$ cat config.mk
export PLATFORM = sky130hd
export DESIGN_NAME = uart_tx_fault_injector_core
export DESIGN_NICKNAME = d
export VERILOG_FILES = /design/src/rtl/core/utfi_pkg.sv /design/src/rtl/core/uart_tx_fault_injector_core.sv
export SDC_FILE = /design/constraint.sdc
export NUM_CORES = 1
export LEC_CHECK = 0
export BUFFER_PORTS_ARGS = -buffer_cell sky130_fd_sc_hd__buf_4
export CAP_MARGIN = 20
export CORE_UTILIZATION = 60
export DETAILED_ROUTE_END_ITERATION = 6
export GPL_ROUTABILITY_DRIVEN = 0
export PLACE_DENSITY_LB_ADDON = 0.15
export SYNTH_ARGS = -nofsm -noshare
export SYNTH_HDL_FRONTEND = slang
export SYNTH_SLANG_ARGS = --single-unit
$ cat constraint.sdc
create_clock -name clk -period 8.6 [get_ports clk]
set_clock_uncertainty 0.1 [all_clocks]
set_input_delay 0.43 -clock clk [delete_from_list [all_inputs] [get_ports clk]]
set_output_delay 0.43 -clock clk [all_outputs]
set_load 0.01 [all_outputs]
$ cat src/rtl/core/utfi_pkg.sv
`timescale 1ns / 1ps
`default_nettype none
// ----------------------------------------------------------------------------
// utfi_pkg: shared types, constants and control store
// Register indexes, reset values, the xorshift32 step and the microprogram
// of the uart transmitter fault injector core.
// ----------------------------------------------------------------------------
package utfi_pkg;

	localparam int PERIOD_W  = 16;
	localparam int SEED_W    = 32;
	localparam int DUR_W     = 18;
	localparam int STEP_W    = 3;
	localparam int DIV_CNT_W = 6;

	localparam logic [PERIOD_W-1:0]  PERIOD_RESET = 16'd9;
	localparam logic [SEED_W-1:0]    SEED_RESET   = 32'hABCD1234;
	localparam logic [DIV_CNT_W-1:0] DIV_STEPS    = 6'd32;

	localparam int SHIFT_A = 13;
	localparam int SHIFT_B = 17;
	localparam int SHIFT_C = 5;

	// configuration register indexes
	localparam logic REG_BIT_PERIOD = 1'b0;
	localparam logic REG_PRNG_SEED  = 1'b1;

	// microprogram step addresses
	localparam logic [STEP_W-1:0] ST_WAIT   = 3'd0;
	localparam logic [STEP_W-1:0] ST_START  = 3'd1;
	localparam logic [STEP_W-1:0] ST_DATA   = 3'd2;
	localparam logic [STEP_W-1:0] ST_PARITY = 3'd3;
	localparam logic [STEP_W-1:0] ST_STOP   = 3'd4;
	localparam logic [STEP_W-1:0] ST_GAP    = 3'd5;

	typedef enum logic [2:0] {
		SYM_START,
		SYM_DATA,
		SYM_PARITY,
		SYM_STOP,
		SYM_GAP
	} sym_t;

	typedef enum logic [1:0] {
		SK_NONE,
		SK_NO_PARITY,
		SK_NO_GAP
	} skip_t;

	typedef struct packed {
		logic              wait_in;   // take a new word from the input
		logic              emit;      // put one symbol in the output register
		sym_t              sym;
		skip_t             skip;      // pass over this step when condition holds
		logic              loop_data; // repeat step until all data bits are out
		logic              need_mod;  // hold until the gap remainder is ready
		logic [STEP_W-1:0] next;
	} ctl_t;

	function automatic ctl_t ctl_rom(input logic [STEP_W-1:0] step);
		ctl_t c;
		c = '{wait_in: 1'b0, emit: 1'b0, sym: SYM_START, skip: SK_NONE,
			loop_data: 1'b0, need_mod: 1'b0, next: ST_WAIT};
		case (step)
			ST_WAIT: begin
				c.wait_in = 1'b1;
				c.next    = ST_START;
			end
			ST_START: begin
				c.emit = 1'b1;
				c.sym  = SYM_START;
				c.next = ST_DATA;
			end
			ST_DATA: begin
				c.emit      = 1'b1;
				c.sym       = SYM_DATA;
				c.loop_data = 1'b1;
				c.next      = ST_PARITY;
			end
			ST_PARITY: begin
				c.emit = 1'b1;
				c.sym  = SYM_PARITY;
				c.skip = SK_NO_PARITY;
				c.next = ST_STOP;
			end
			ST_STOP: begin
				c.emit     = 1'b1;
				c.sym      = SYM_STOP;
				c.need_mod = 1'b1;
				c.next     = ST_GAP;
			end
			ST_GAP: begin
				c.emit = 1'b1;
				c.sym  = SYM_GAP;
				c.skip = SK_NO_GAP;
				c.next = ST_WAIT;
			end
			default: begin
				c.next = ST_WAIT;
			end
		endcase
		return c;
	endfunction

	function automatic logic [SEED_W-1:0] xorshift32(input logic [SEED_W-1:0] s);
		logic [SEED_W-1:0] x;
		x = s;
		x = x ^ (x << SHIFT_A);
		x = x ^ (x >> SHIFT_B);
		x = x ^ (x << SHIFT_C);
		return x;
	endfunction

endpackage
`default_nettype wire

$ cat src/rtl/core/uart_tx_fault_injector_core.sv
`timescale 1ns / 1ps
`default_nettype none
// ----------------------------------------------------------------------------
// uart_tx_fault_injector_core: uart 8n1 frame generator with fault injection
// Turns one byte plus fault flags into a list of line symbols (level and
// duration in microseconds), driven by a small microprogram.
// ----------------------------------------------------------------------------
// Usage:
//   The input channel takes one word: data_byte and the three fault flags.
//   The output channel gives one symbol per word: line_level, duration_us and
//   last_symbol, which marks the final symbol of the frame. A frame is 10 to
//   12 symbols: start, eight data bits lsb first, optional inverted parity,
//   stop, and with timing_distort an optional high gap.
//   Configuration: cfg_we with cfg_index 0 sets bit_period_us, index 1 loads
//   the xorshift32 seed and generator state. Write only while idle.
//   Timing: acceptance moves the sequencer to the start step, which then
//   registers the start symbol once the output register is free. With
//   timing_distort the stop symbol waits for the 32-step serial remainder
//   unit (one quotient bit a cycle).
//   Reset clears the sequencer and output valid flag; bit period returns to 9
//   and the generator to 0xABCD1234. When out_ready is low the symbol holds in
//   the output register and the sequencer stalls at its next emitting step.
// ----------------------------------------------------------------------------
module uart_tx_fault_injector_core
	import utfi_pkg::*;
(
	input  wire logic              clk,
	input  wire logic              arst_n,
	input  wire logic              cfg_we,
	input  wire logic              cfg_index,
	input  wire logic [SEED_W-1:0] cfg_data,
	input  wire logic              in_valid,
	output logic                   in_ready,
	input  wire logic [7:0]        data_byte,
	input  wire logic              parity_fault,
	input  wire logic              bad_stop,
	input  wire logic              timing_distort,
	output logic                   out_valid,
	input  wire logic              out_ready,
	output logic                   line_level,
	output logic [DUR_W-1:0]       duration_us,
	output logic                   last_symbol
);

	logic [STEP_W-1:0]    step_q;
	logic [2:0]           bit_cnt_q;
	logic [PERIOD_W-1:0]  period_q;
	logic [SEED_W-1:0]    prng_q;
	logic [7:0]           data_q;
	logic                 corrupt_q;
	logic                 bad_stop_q;
	logic                 distort_q;
	logic [PERIOD_W-1:0]  per_q;
	logic [DUR_W-1:0]     div_q;
	logic [SEED_W-1:0]    num_q;
	logic [DUR_W-1:0]     rem_q;
	logic [DIV_CNT_W-1:0] div_cnt_q;
	logic                 out_valid_q;
	logic                 level_q;
	logic [DUR_W-1:0]     dur_q;
	logic                 last_q;

	ctl_t                 ctl;
	logic [PERIOD_W-1:0]  per_eff;
	logic [DUR_W-1:0]     div_new;
	logic [SEED_W-1:0]    prng_nx;
	logic                 mod_busy;
	logic [DUR_W:0]       trial;
	logic                 trial_ge;
	logic                 gap_nz;
	logic                 slot_free;
	logic                 skip_now;
	logic                 sym_level;
	logic [DUR_W-1:0]     sym_dur;
	logic                 sym_last;

	assign ctl       = ctl_rom(step_q);
	assign per_eff   = (period_q == '0) ? PERIOD_W'(1) : period_q;
	// 3 * period + 1
	assign div_new   = {2'b00, per_eff} + {1'b0, per_eff, 1'b0} + DUR_W'(1);
	assign prng_nx   = xorshift32(prng_q);
	assign mod_busy  = (div_cnt_q != '0);
	assign trial     = {rem_q, num_q[SEED_W-1]};
	assign trial_ge  = (trial >= {1'b0, div_q});
	assign gap_nz    = distort_q && (rem_q != '0);
	assign slot_free = !out_valid_q || out_ready;

	always_comb begin
		case (ctl.skip)
			SK_NO_PARITY: skip_now = !corrupt_q;
			SK_NO_GAP:    skip_now = !gap_nz;
			default:      skip_now = 1'b0;
		endcase
	end

	always_comb begin
		sym_dur  = {2'b00, per_q};
		sym_last = 1'b0;
		case (ctl.sym)
			SYM_START:  sym_level = 1'b0;
			SYM_DATA:   sym_level = data_q[bit_cnt_q];
			SYM_PARITY: sym_level = ~(^data_q);
			SYM_STOP: begin
				sym_level = !bad_stop_q;
				sym_last  = !gap_nz;
			end
			SYM_GAP: begin
				sym_level = 1'b1;
				sym_dur   = rem_q;
				sym_last  = 1'b1;
			end
			default:    sym_level = 1'b1;
		endcase
	end

	always_ff @(posedge clk or negedge arst_n) begin
		if (!arst_n) begin
			step_q      <= ST_WAIT;
			bit_cnt_q   <= '0;
			period_q    <= PERIOD_RESET;
			prng_q      <= SEED_RESET;
			div_cnt_q   <= '0;
			distort_q   <= 1'b0;
			corrupt_q   <= 1'b0;
			out_valid_q <= 1'b0;
		end else begin
			if (cfg_we) begin
				case (cfg_index)
					REG_BIT_PERIOD: period_q <= cfg_data[PERIOD_W-1:0];
					REG_PRNG_SEED:  prng_q   <= cfg_data;
					default:        ;
				endcase
			end

			if (out_valid_q && out_ready)
				out_valid_q <= 1'b0;

			// serial remainder, one quotient bit per cycle
			if (mod_busy) begin
				rem_q     <= trial_ge ? DUR_W'(trial - {1'b0, div_q}) : trial[DUR_W-1:0];
				num_q     <= num_q << 1;
				div_cnt_q <= div_cnt_q - DIV_CNT_W'(1);
			end

			if (ctl.wait_in) begin
				if (in_valid) begin
					data_q     <= data_byte;
					corrupt_q  <= parity_fault;
					bad_stop_q <= bad_stop;
					distort_q  <= timing_distort;
					per_q      <= per_eff;
					div_q      <= div_new;
					rem_q      <= '0;
					if (timing_distort) begin
						prng_q    <= prng_nx;
						num_q     <= prng_nx;
						div_cnt_q <= DIV_STEPS;
					end
					step_q <= ctl.next;
				end
			end else if (skip_now) begin
				step_q <= ctl.next;
			end else if (ctl.emit && slot_free && !(ctl.need_mod && mod_busy)) begin
				out_valid_q <= 1'b1;
				level_q     <= sym_level;
				dur_q       <= sym_dur;
				last_q      <= sym_last;
				if (ctl.loop_data) begin
					bit_cnt_q <= bit_cnt_q + 3'd1;
					if (bit_cnt_q == 3'd7)
						step_q <= ctl.next;
				end else begin
					step_q <= ctl.next;
				end
			end
		end
	end

	assign in_ready    = ctl.wait_in;
	assign out_valid   = out_valid_q;
	assign line_level  = level_q;
	assign duration_us = dur_q;
	assign last_symbol = last_q;

	// remainder unit is idle whenever a new word can be taken
	a_idle_mod: assert property (@(posedge clk) disable iff (!arst_n)
		in_ready |-> !mod_busy)
		else $error("remainder unit busy while accepting a word");

	// bit counter only moves inside the data loop
	a_bit_cnt: assert property (@(posedge clk) disable iff (!arst_n)
		(step_q != ST_DATA) |-> (bit_cnt_q == 3'd0))
		else $error("bit counter nonzero outside data step");

	// finished remainder is below the divisor
	a_rem_range: assert property (@(posedge clk) disable iff (!arst_n)
		(distort_q && !mod_busy && !in_ready) |-> (rem_q < div_q))
		else $error("gap remainder out of range");

	// a gap symbol is only emitted for a distorted frame with a nonzero gap
	a_gap_src: assert property (@(posedge clk) disable iff (!arst_n)
		(step_q == ST_GAP && !skip_now) |-> (distort_q && !mod_busy))
		else $error("gap symbol without distortion");

	// leaving the stop step requires the remainder to be done
	a_stop_wait: assert property (@(posedge clk) disable iff (!arst_n)
		(step_q == ST_STOP && mod_busy) |=> (step_q == ST_STOP))
		else $error("stop emitted before remainder finished");

endmodule
`default_nettype wire
==> flow_summary.ini, run 1 <==
[status]
status = complete, no violations

[clock_network]
cts_inserted_buffers = 17
clk_pin_slew_ps = 70
cts-root-buf = clkbuf_16
cts_tree = yes
cts_setup_buffers = 0
htree_levels = 4
clk_latency_ps = 440
post_cts_resized = 0
cts_buffer_depth = 2
holdBufCountCts = 1
cts.sink_count = 175

[logic_synthesis]
ys_ff_latch = 175
synth_nets = 1056
synth_top_flop_cell = edfxtp_1
async_reset_ff_share_pct = 36.0
synth_top_area_cell = edfxtp_1
netlist_area_um2 = 9900
synth_area_per_cell_um2 = 10.3
synth.yosys.seq_area_share_pct = 50.1
synth_cell_types = 65
ys_warn_count = 0
synth_edf_count = 112
synthCells = 962
yosysTopAreaCellShare_pct = 34.0
synthTopCellsByArea = edfxtp_1 (34%), dfrtp_1 (12%), nand2_1 (6.2%)

[timing]
period_share_pct = 39.7
setup-violations-final = 0
period_needed_ps = 3420
finalMaxSlewViolations = 0
worst_pin_slew_ps = 1040
rsz0062_at_grt = false
slew_headroom_pct = 30.3
final.setup.tns_ps = 0
fmax_mhz = 293
final-hold-violation-count = 0

[floorplan]
initial_core_util_pct = 61.9
core_um2 = 16000
die_h_um = 130
row_count = 46
boundaryPins = 71
die_width_um = 130
die-area_um2 = 17000

[worst_setup_path]
crit_path_start = period_q[10]$_DFFE_PN0P_
crit_type = register to register
cp.arrival_ps = 3510
crit_path_start_kind = register
end_kind = register
rr_startpoint = period_q[10]$_DFFE_PN0P_
critPathMaxFanout = 14
critPathRequiredTime_ps = 8690

[drt]
postRouteAntennaNets = 0
via_count = 7362
drc_errors = 0
wl_um = 23700
wl_per_cell_um = 19.0
drt_iter0_drc = 809
dr.pass1.iters = 6
vias_per_cell = 5.90

[min_path]
hold_path_class = input port to register
hold_start = bad_stop

[placement]
hpwl_um = 16900
portBuffers = 70
dp.cells = 1213
placed_cell_area_um2 = 10600

[pwr]
leakagePower_nw = 4.61
cellPowerDensity_nw_per_um2 = 396
ir_worst_vdd_uv = 229

[cells_and_area]
drive_gt1_share_pct = 16.4
diodes = 0
synthToLayoutAreaGrowth_pct = 13.1
instances_no_fill = 1247
final_cell_mix = nand2_1 (162), edfxtp_1 (112), buf_4 (77), nor2_1 (74), xnor2_1 (66)
fillers = 1273
nNetsFinal = 1112
finalCoreUtilization_pct = 70.0
layout_commonest_cell = nand2_1
fin_area_um2 = 11200

[global_routing]
grtUsageMet2_pct = 42.6
grt_pass1_vias = 7019
busiest_layer = met1
grtUsageMet1_pct = 44.8
grt_max_degree = 95
antenna_found_initial = 0
grt_usage_pct = 29.6
gr-total-overflow = 0
grt_pass1_wl_um = 37400
grt_util_met3_pct = 6.19

[job]
drv_cap = 0
-- cell usage after synthesis, drive strengths merged, types with 13 or more instances --
master,instances
xor2,40
dfstp,17
a31oi,58
edfxtp,112
nand2,163
a21oi,40
nand3,13
ha,44
nor2,75
mux2,22
clkbuf,37
o21ai,50
dfrtp,46
xnor2,66
mux2i,13
a21o,17
inv,43
nor3,15
-- sequential cells by signal, summed over array words and instances (netlist names) --
name,cells
num_q,32
prng_q,32
duration_us,18
rem_q,18
div_q,17
per_q,16
period_q,16
data_q,8
div_cnt_q,6
bit_cnt_q,3
step_q,3
bad_stop_q,1
corrupt_q,1
distort_q,1
last_symbol,1
line_level,1
out_valid,1
-- stage by stage --
| step | hold WS, ps | setup WS (ps) | total power (W) |
|---|---|---|---|
| floorplan | 34.4 | 5140 | 0.00310 |
| global placement | 266 | 5310 | 0.00356 |
| detailed placement | 258 | 5220 | 0.00360 |
| CTS | 56.3 | 5200 | 0.00441 |
| global route | 55.3 | 4930 | 0.00471 |
| finish | 63.4 | 5180 | 0.00444 |
-- worst max-delay path, cell delays in order, from the launching register on --
cell and delay (ps):
dfrtp_1 380, inv_1 110, ha_1 160, nand4_1 150
nor3_1 200, buf_4 220, nor2_1 70, ha_1 330
o21ai_0 180, nand2b_1 90, a41oi_1 300, inv_1 100
a31o_2 290, a21o_1 220, a31oi_1 200, xnor2_1 80
-- area by class of cell --
type / count / area, um2 / share of cell area (%)
clock inverters: 13 / 155 / 1.39
multi-input cells: 702 / 4590 / 41.0
inverters: 43 / 161 / 1.44
well taps: 216 / 270 / 2.41
flip-flops and latches: 175 / 4960 / 44.3
clock buffers: 19 / 443 / 3.96
repair buffers: 79 / 616 / 5.50
-- path summary, 6_finish.rpt --
kind,to,slack (ps),cells after the start
min reg2reg,prng_q[19]$_DFF_PN1_,400,2
min in group asynchronous,prng_q[0]$_DFF_PN0_,340,2
max in group asynchronous,div_cnt_q[3]$_DFF_PN0_,6870,3
max,div_q[11]$_DFFE_PP_,5180,15
max reg2reg,div_q[11]$_DFFE_PP_,5180,15
min,bad_stop_q$_DFFE_PP_,60,1
-- power by group --
part / internal (W) / switching (W)
clock: 0.000442 / 0.000346
sequential: 0.00130 / 0.000279
combinational: 0.000902 / 0.00117
total: 0.00264 / 0.00180
-- metal layers --
metal / share of wire [%] / vias up
li1: - / 3521
met1: 47 / 3509
met2: 43 / 297
met3: 7.9 / 35
met4: 1.9 / 0
met5: 0 / -
-- cells by family (layout without fill, tap and decap cells) --
logic type,count (synthesis),count (layout),share of synthesized area [%]
simple gates,313,313,13.8
compound gates,201,201,13.1
flops,175,175,50.1
xor+xnor,106,106,9.38
buf+inv,85,154,3.62
fa+ha+maj,45,45,5.76
mux,37,37,4.27
(Power assumes the default switching activity.)
==> inputs of run 2 (changes only) <==
--- a/config.mk
+++ b/config.mk
@@ -5,9 +5,10 @@
 export SDC_FILE = /design/constraint.sdc
 export NUM_CORES = 1
 export LEC_CHECK = 0
+export ABC_AREA = 1
 export BUFFER_PORTS_ARGS = -buffer_cell sky130_fd_sc_hd__buf_4
 export CAP_MARGIN = 20
-export CORE_UTILIZATION = 60
+export CORE_UTILIZATION = 56
 export DETAILED_ROUTE_END_ITERATION = 6
 export GPL_ROUTABILITY_DRIVEN = 0
 export PLACE_DENSITY_LB_ADDON = 0.15
==> constraint.sdc (replaced) <==
create_clock -name clk -period 3 [get_ports clk]
set_clock_uncertainty 0.1 [all_clocks]
set_input_delay 0.15 -clock clk [delete_from_list [all_inputs] [get_ports clk]]
set_output_delay 0.15 -clock clk [all_outputs]
set_load 0.01 [all_outputs]
==> flow_summary.ini, run 2 <==
[timing]
setup-violations-final = 0
final.setup.tns_ps = 0
slew_headroom_pct = 41.5
period_needed_ps = 2870
rsz0062_at_grt = false
final-hold-violation-count = 0
period_share_pct = 95.6
finalMaxSlewViolations = 0
setup_ws_ps = 133
worst_pin_slew_ps = 877
fmax_mhz = 349
whs_ps = 16.0

[global_routing]
grt_pass1_wl_um = 43100
antenna_found_initial = 0
grt_pass1_vias = 8555
gr-total-overflow = 0
grt_usage_pct = 27.7
grt_max_degree = 114

[clock_network]
cts.sink_count = 175
cts_buffer_depth = 2
htree_levels = 4
cts-root-buf = clkbuf_16
clk_latency_ps = 430
clk_pin_slew_ps = 70
cts_tree = yes
cts_inserted_buffers = 17

[cells_and_area]
fillers = 1574
final_cell_mix = nand2_1 (336), inv_1 (248), o21ai_0 (131), edfxtp_1 (112), nand3_1 (83)
nNetsFinal = 1579
reg_top3 = num_q (32), prng_q (32)
finalCoreUtilization_pct = 67.8
drive_gt1_share_pct = 11.1
synthToLayoutAreaGrowth_pct = 17.2
diodes = 0
layout_commonest_cell = nand2_1

[placement]
hpwl_um = 19000
portBuffers = 70
dp_slack_ps = 79.5

[logic_synthesis]
synth_area_per_cell_um2 = 7.95
synth_xor_area_share_pct = 5.85
synth_top_family_by_area = simple AND/OR/NAND/NOR gates
synth_nets = 1469
synth_top_flop_cell = edfxtp_1
async_reset_ff_share_pct = 36.0
synth_cell_types = 42
synth_top_area_cell = edfxtp_1
ys_warn_count = 0
muxShareOfSynthArea_pct = 0.755
synth_edf_count = 112
yosysMostFrequentCell = nand2_1
synthTopCellsByCount = nand2_1 (337), inv_1 (249), o21ai_0 (131)
synth-compound-area-share_pct = 11.5
netlist_area_um2 = 10900
synth.yosys.seq_area_share_pct = 45.4
synthAdderAreaFrac_pct = 5.22
synthTopCellsByArea = edfxtp_1 (31%), nand2_1 (12%), dfrtp_1 (11%)
yosysTopAreaCellShare_pct = 30.8
synth-simple-area-share_pct = 20.7
synthCells = 1375
ys_ff_latch = 175

[pwr]
pwr-share-clk_pct = 24.8
cellPowerDensity_nw_per_um2 = 693
p_seq_share_pct = 37.6
power_w = 0.00889
swShare_pct = 37.3
p_switching_w = 0.00332
pwr-share-comb_pct = 37.6
intPower_w = 0.00557
leakagePower_nw = 6.33
ir_worst_vdd_uv = 398

[floorplan]
die-area_um2 = 20100
row_count = 50
initial_core_util_pct = 57.9
die_h_um = 142
boundaryPins = 71
core_um2 = 18900
die_width_um = 142

[worst_setup_path]
rr_startpoint = period_q[3]$_DFFE_PN1P_
r2r-end = div_q[15]$_DFFE_PP_
critPathMaxFanout = 5
rrSetupSlack_ps = 130
cp.arrival_ps = 2960
end_kind = register
crit_type = register to register
crit_path_start_kind = register
r2r_cells = 16
critPathRequiredTime_ps = 3090

[drt]
wl_um = 26500
drt_iter0_drc = 780
drc_errors = 0
postRouteAntennaNets = 0
dr.pass1.iters = 6
vias_per_cell = 5.26
wl_per_cell_um = 15.1
via_count = 9255

[min_path]
hold_path_class = input port to register
worstHoldPathCells = 3
hold_start = cfg_data[12]
worst_hold_path.endpoint = period_q[12]$_DFFE_PN0P_

[job]
drv_cap = 0

[status]
status = complete, no violations
-- run 2: changes by cell type in the layout (fill, tap and decap cells not counted), sizes merged, moves of 11 or more --
cell and change:
dlygate4sd3 +45, xnor2 -33, o21ai +84, a21oi +34
a31oi -49, nand2 +177, mux2 -20, nor2 +15
inv +209, nand3 +74, a21o -11
-- run 2: worst max-delay path by stage --
| stage | start | end | slack, ps |
|---|---|---|---|
| 6_report | period_q[3]$_DFFE_PN1P_ | div_q[15]$_DFFE_PP_ | 130 |
| 5_1_grt | period_q[14]$_DFFE_PN0P_ | div_q[16]$_DFFE_PP_ | 4 |
| 3_3_place_gp | period_q[14]$_DFFE_PN0P_ | div_q[15]$_DFFE_PP_ | 150 |
| 4_1_cts | period_q[14]$_DFFE_PN0P_ | div_q[15]$_DFFE_PP_ | 70 |
| 3_5_place_dp | period_q[14]$_DFFE_PN0P_ | div_q[15]$_DFFE_PP_ | 80 |
| 2_1_floorplan | step_q[0]$_DFFE_PN0P_ | bad_stop_q$_DFFE_PP_ | 270 |
-- run 2: cell type report --
class / count / area, um2 / share of cell area, %
sequential: 175 / 4960 / 38.7
multi-input combinational: 903 / 4850 / 37.8
timing repair buffer: 131 / 1130 / 8.82
inverter: 256 / 965 / 7.53
clock buffer: 25 / 508 / 3.96
tap: 260 / 325 / 2.54
clock inverter: 7 / 73.8 / 0.576
timing repair inverter: 1 / 7.51 / 0.0586
-- run 2: cells by family (layout without fill, tap and decap cells) --
family                   count (synthesis)  count (layout)
XOR/XNOR                                73              73
AO/OA/AOI/OAI                          237             237
AND/OR/NAND/NOR                        540             540
flip-flops                             175             175
adder cells (fa/ha/maj)                 45              45
multiplexers                             8               8
buffers and inverters                  297             420
-- run 2: routing by layer --
metal	up-vias	track usage, %	routed length (um)
met5	-	0	0
met4	0	8.94	526
met3	45	4.59	1890
met2	334	42.9	11900
met1	4266	39.7	12200
li1	4610	-	-
-- run 2: critical path, cell delays in order, from the launching register on --
cell and delay, ps:
dfstp_2 530, inv_1 70, ha_1 200, nand2_1 70, nor2_1 50, nand2_2 120, clkinvlp_4 140, nor2_1 170
ha_1 320, nand2_1 160, inv_1 80, a21oi_2 180, o21ai_0 90, a21oi_1 170, nand2_1 70, nand2_1 50
nand2_1 40
-- run 2: through the flow --
step,std cells,cell area (um2)
global route,1758,12800
CTS,1755,12800
finish,1758,12800
floorplan,1375,10900
global placement,1677,11700
detailed placement,1677,11700
-- run 2: power by group through the flow --
stage                     clock [W]  combinational [W]  sequential, W
after floorplan                   0            0.00254        0.00330
after global placement            0            0.00315        0.00337
after detailed placement          0            0.00321        0.00337
after CTS                   0.00223            0.00329        0.00334
after global routing        0.00231            0.00380        0.00338
final                       0.00220            0.00334        0.00334
-- run 2: repair_timing --
item,in CTS,in global routing
setup endpoints to repair,0,11
gates resized for setup,0,8
endpoints found under the hold margin,88,0
hold buffers,46,0
buffers inserted,0,1
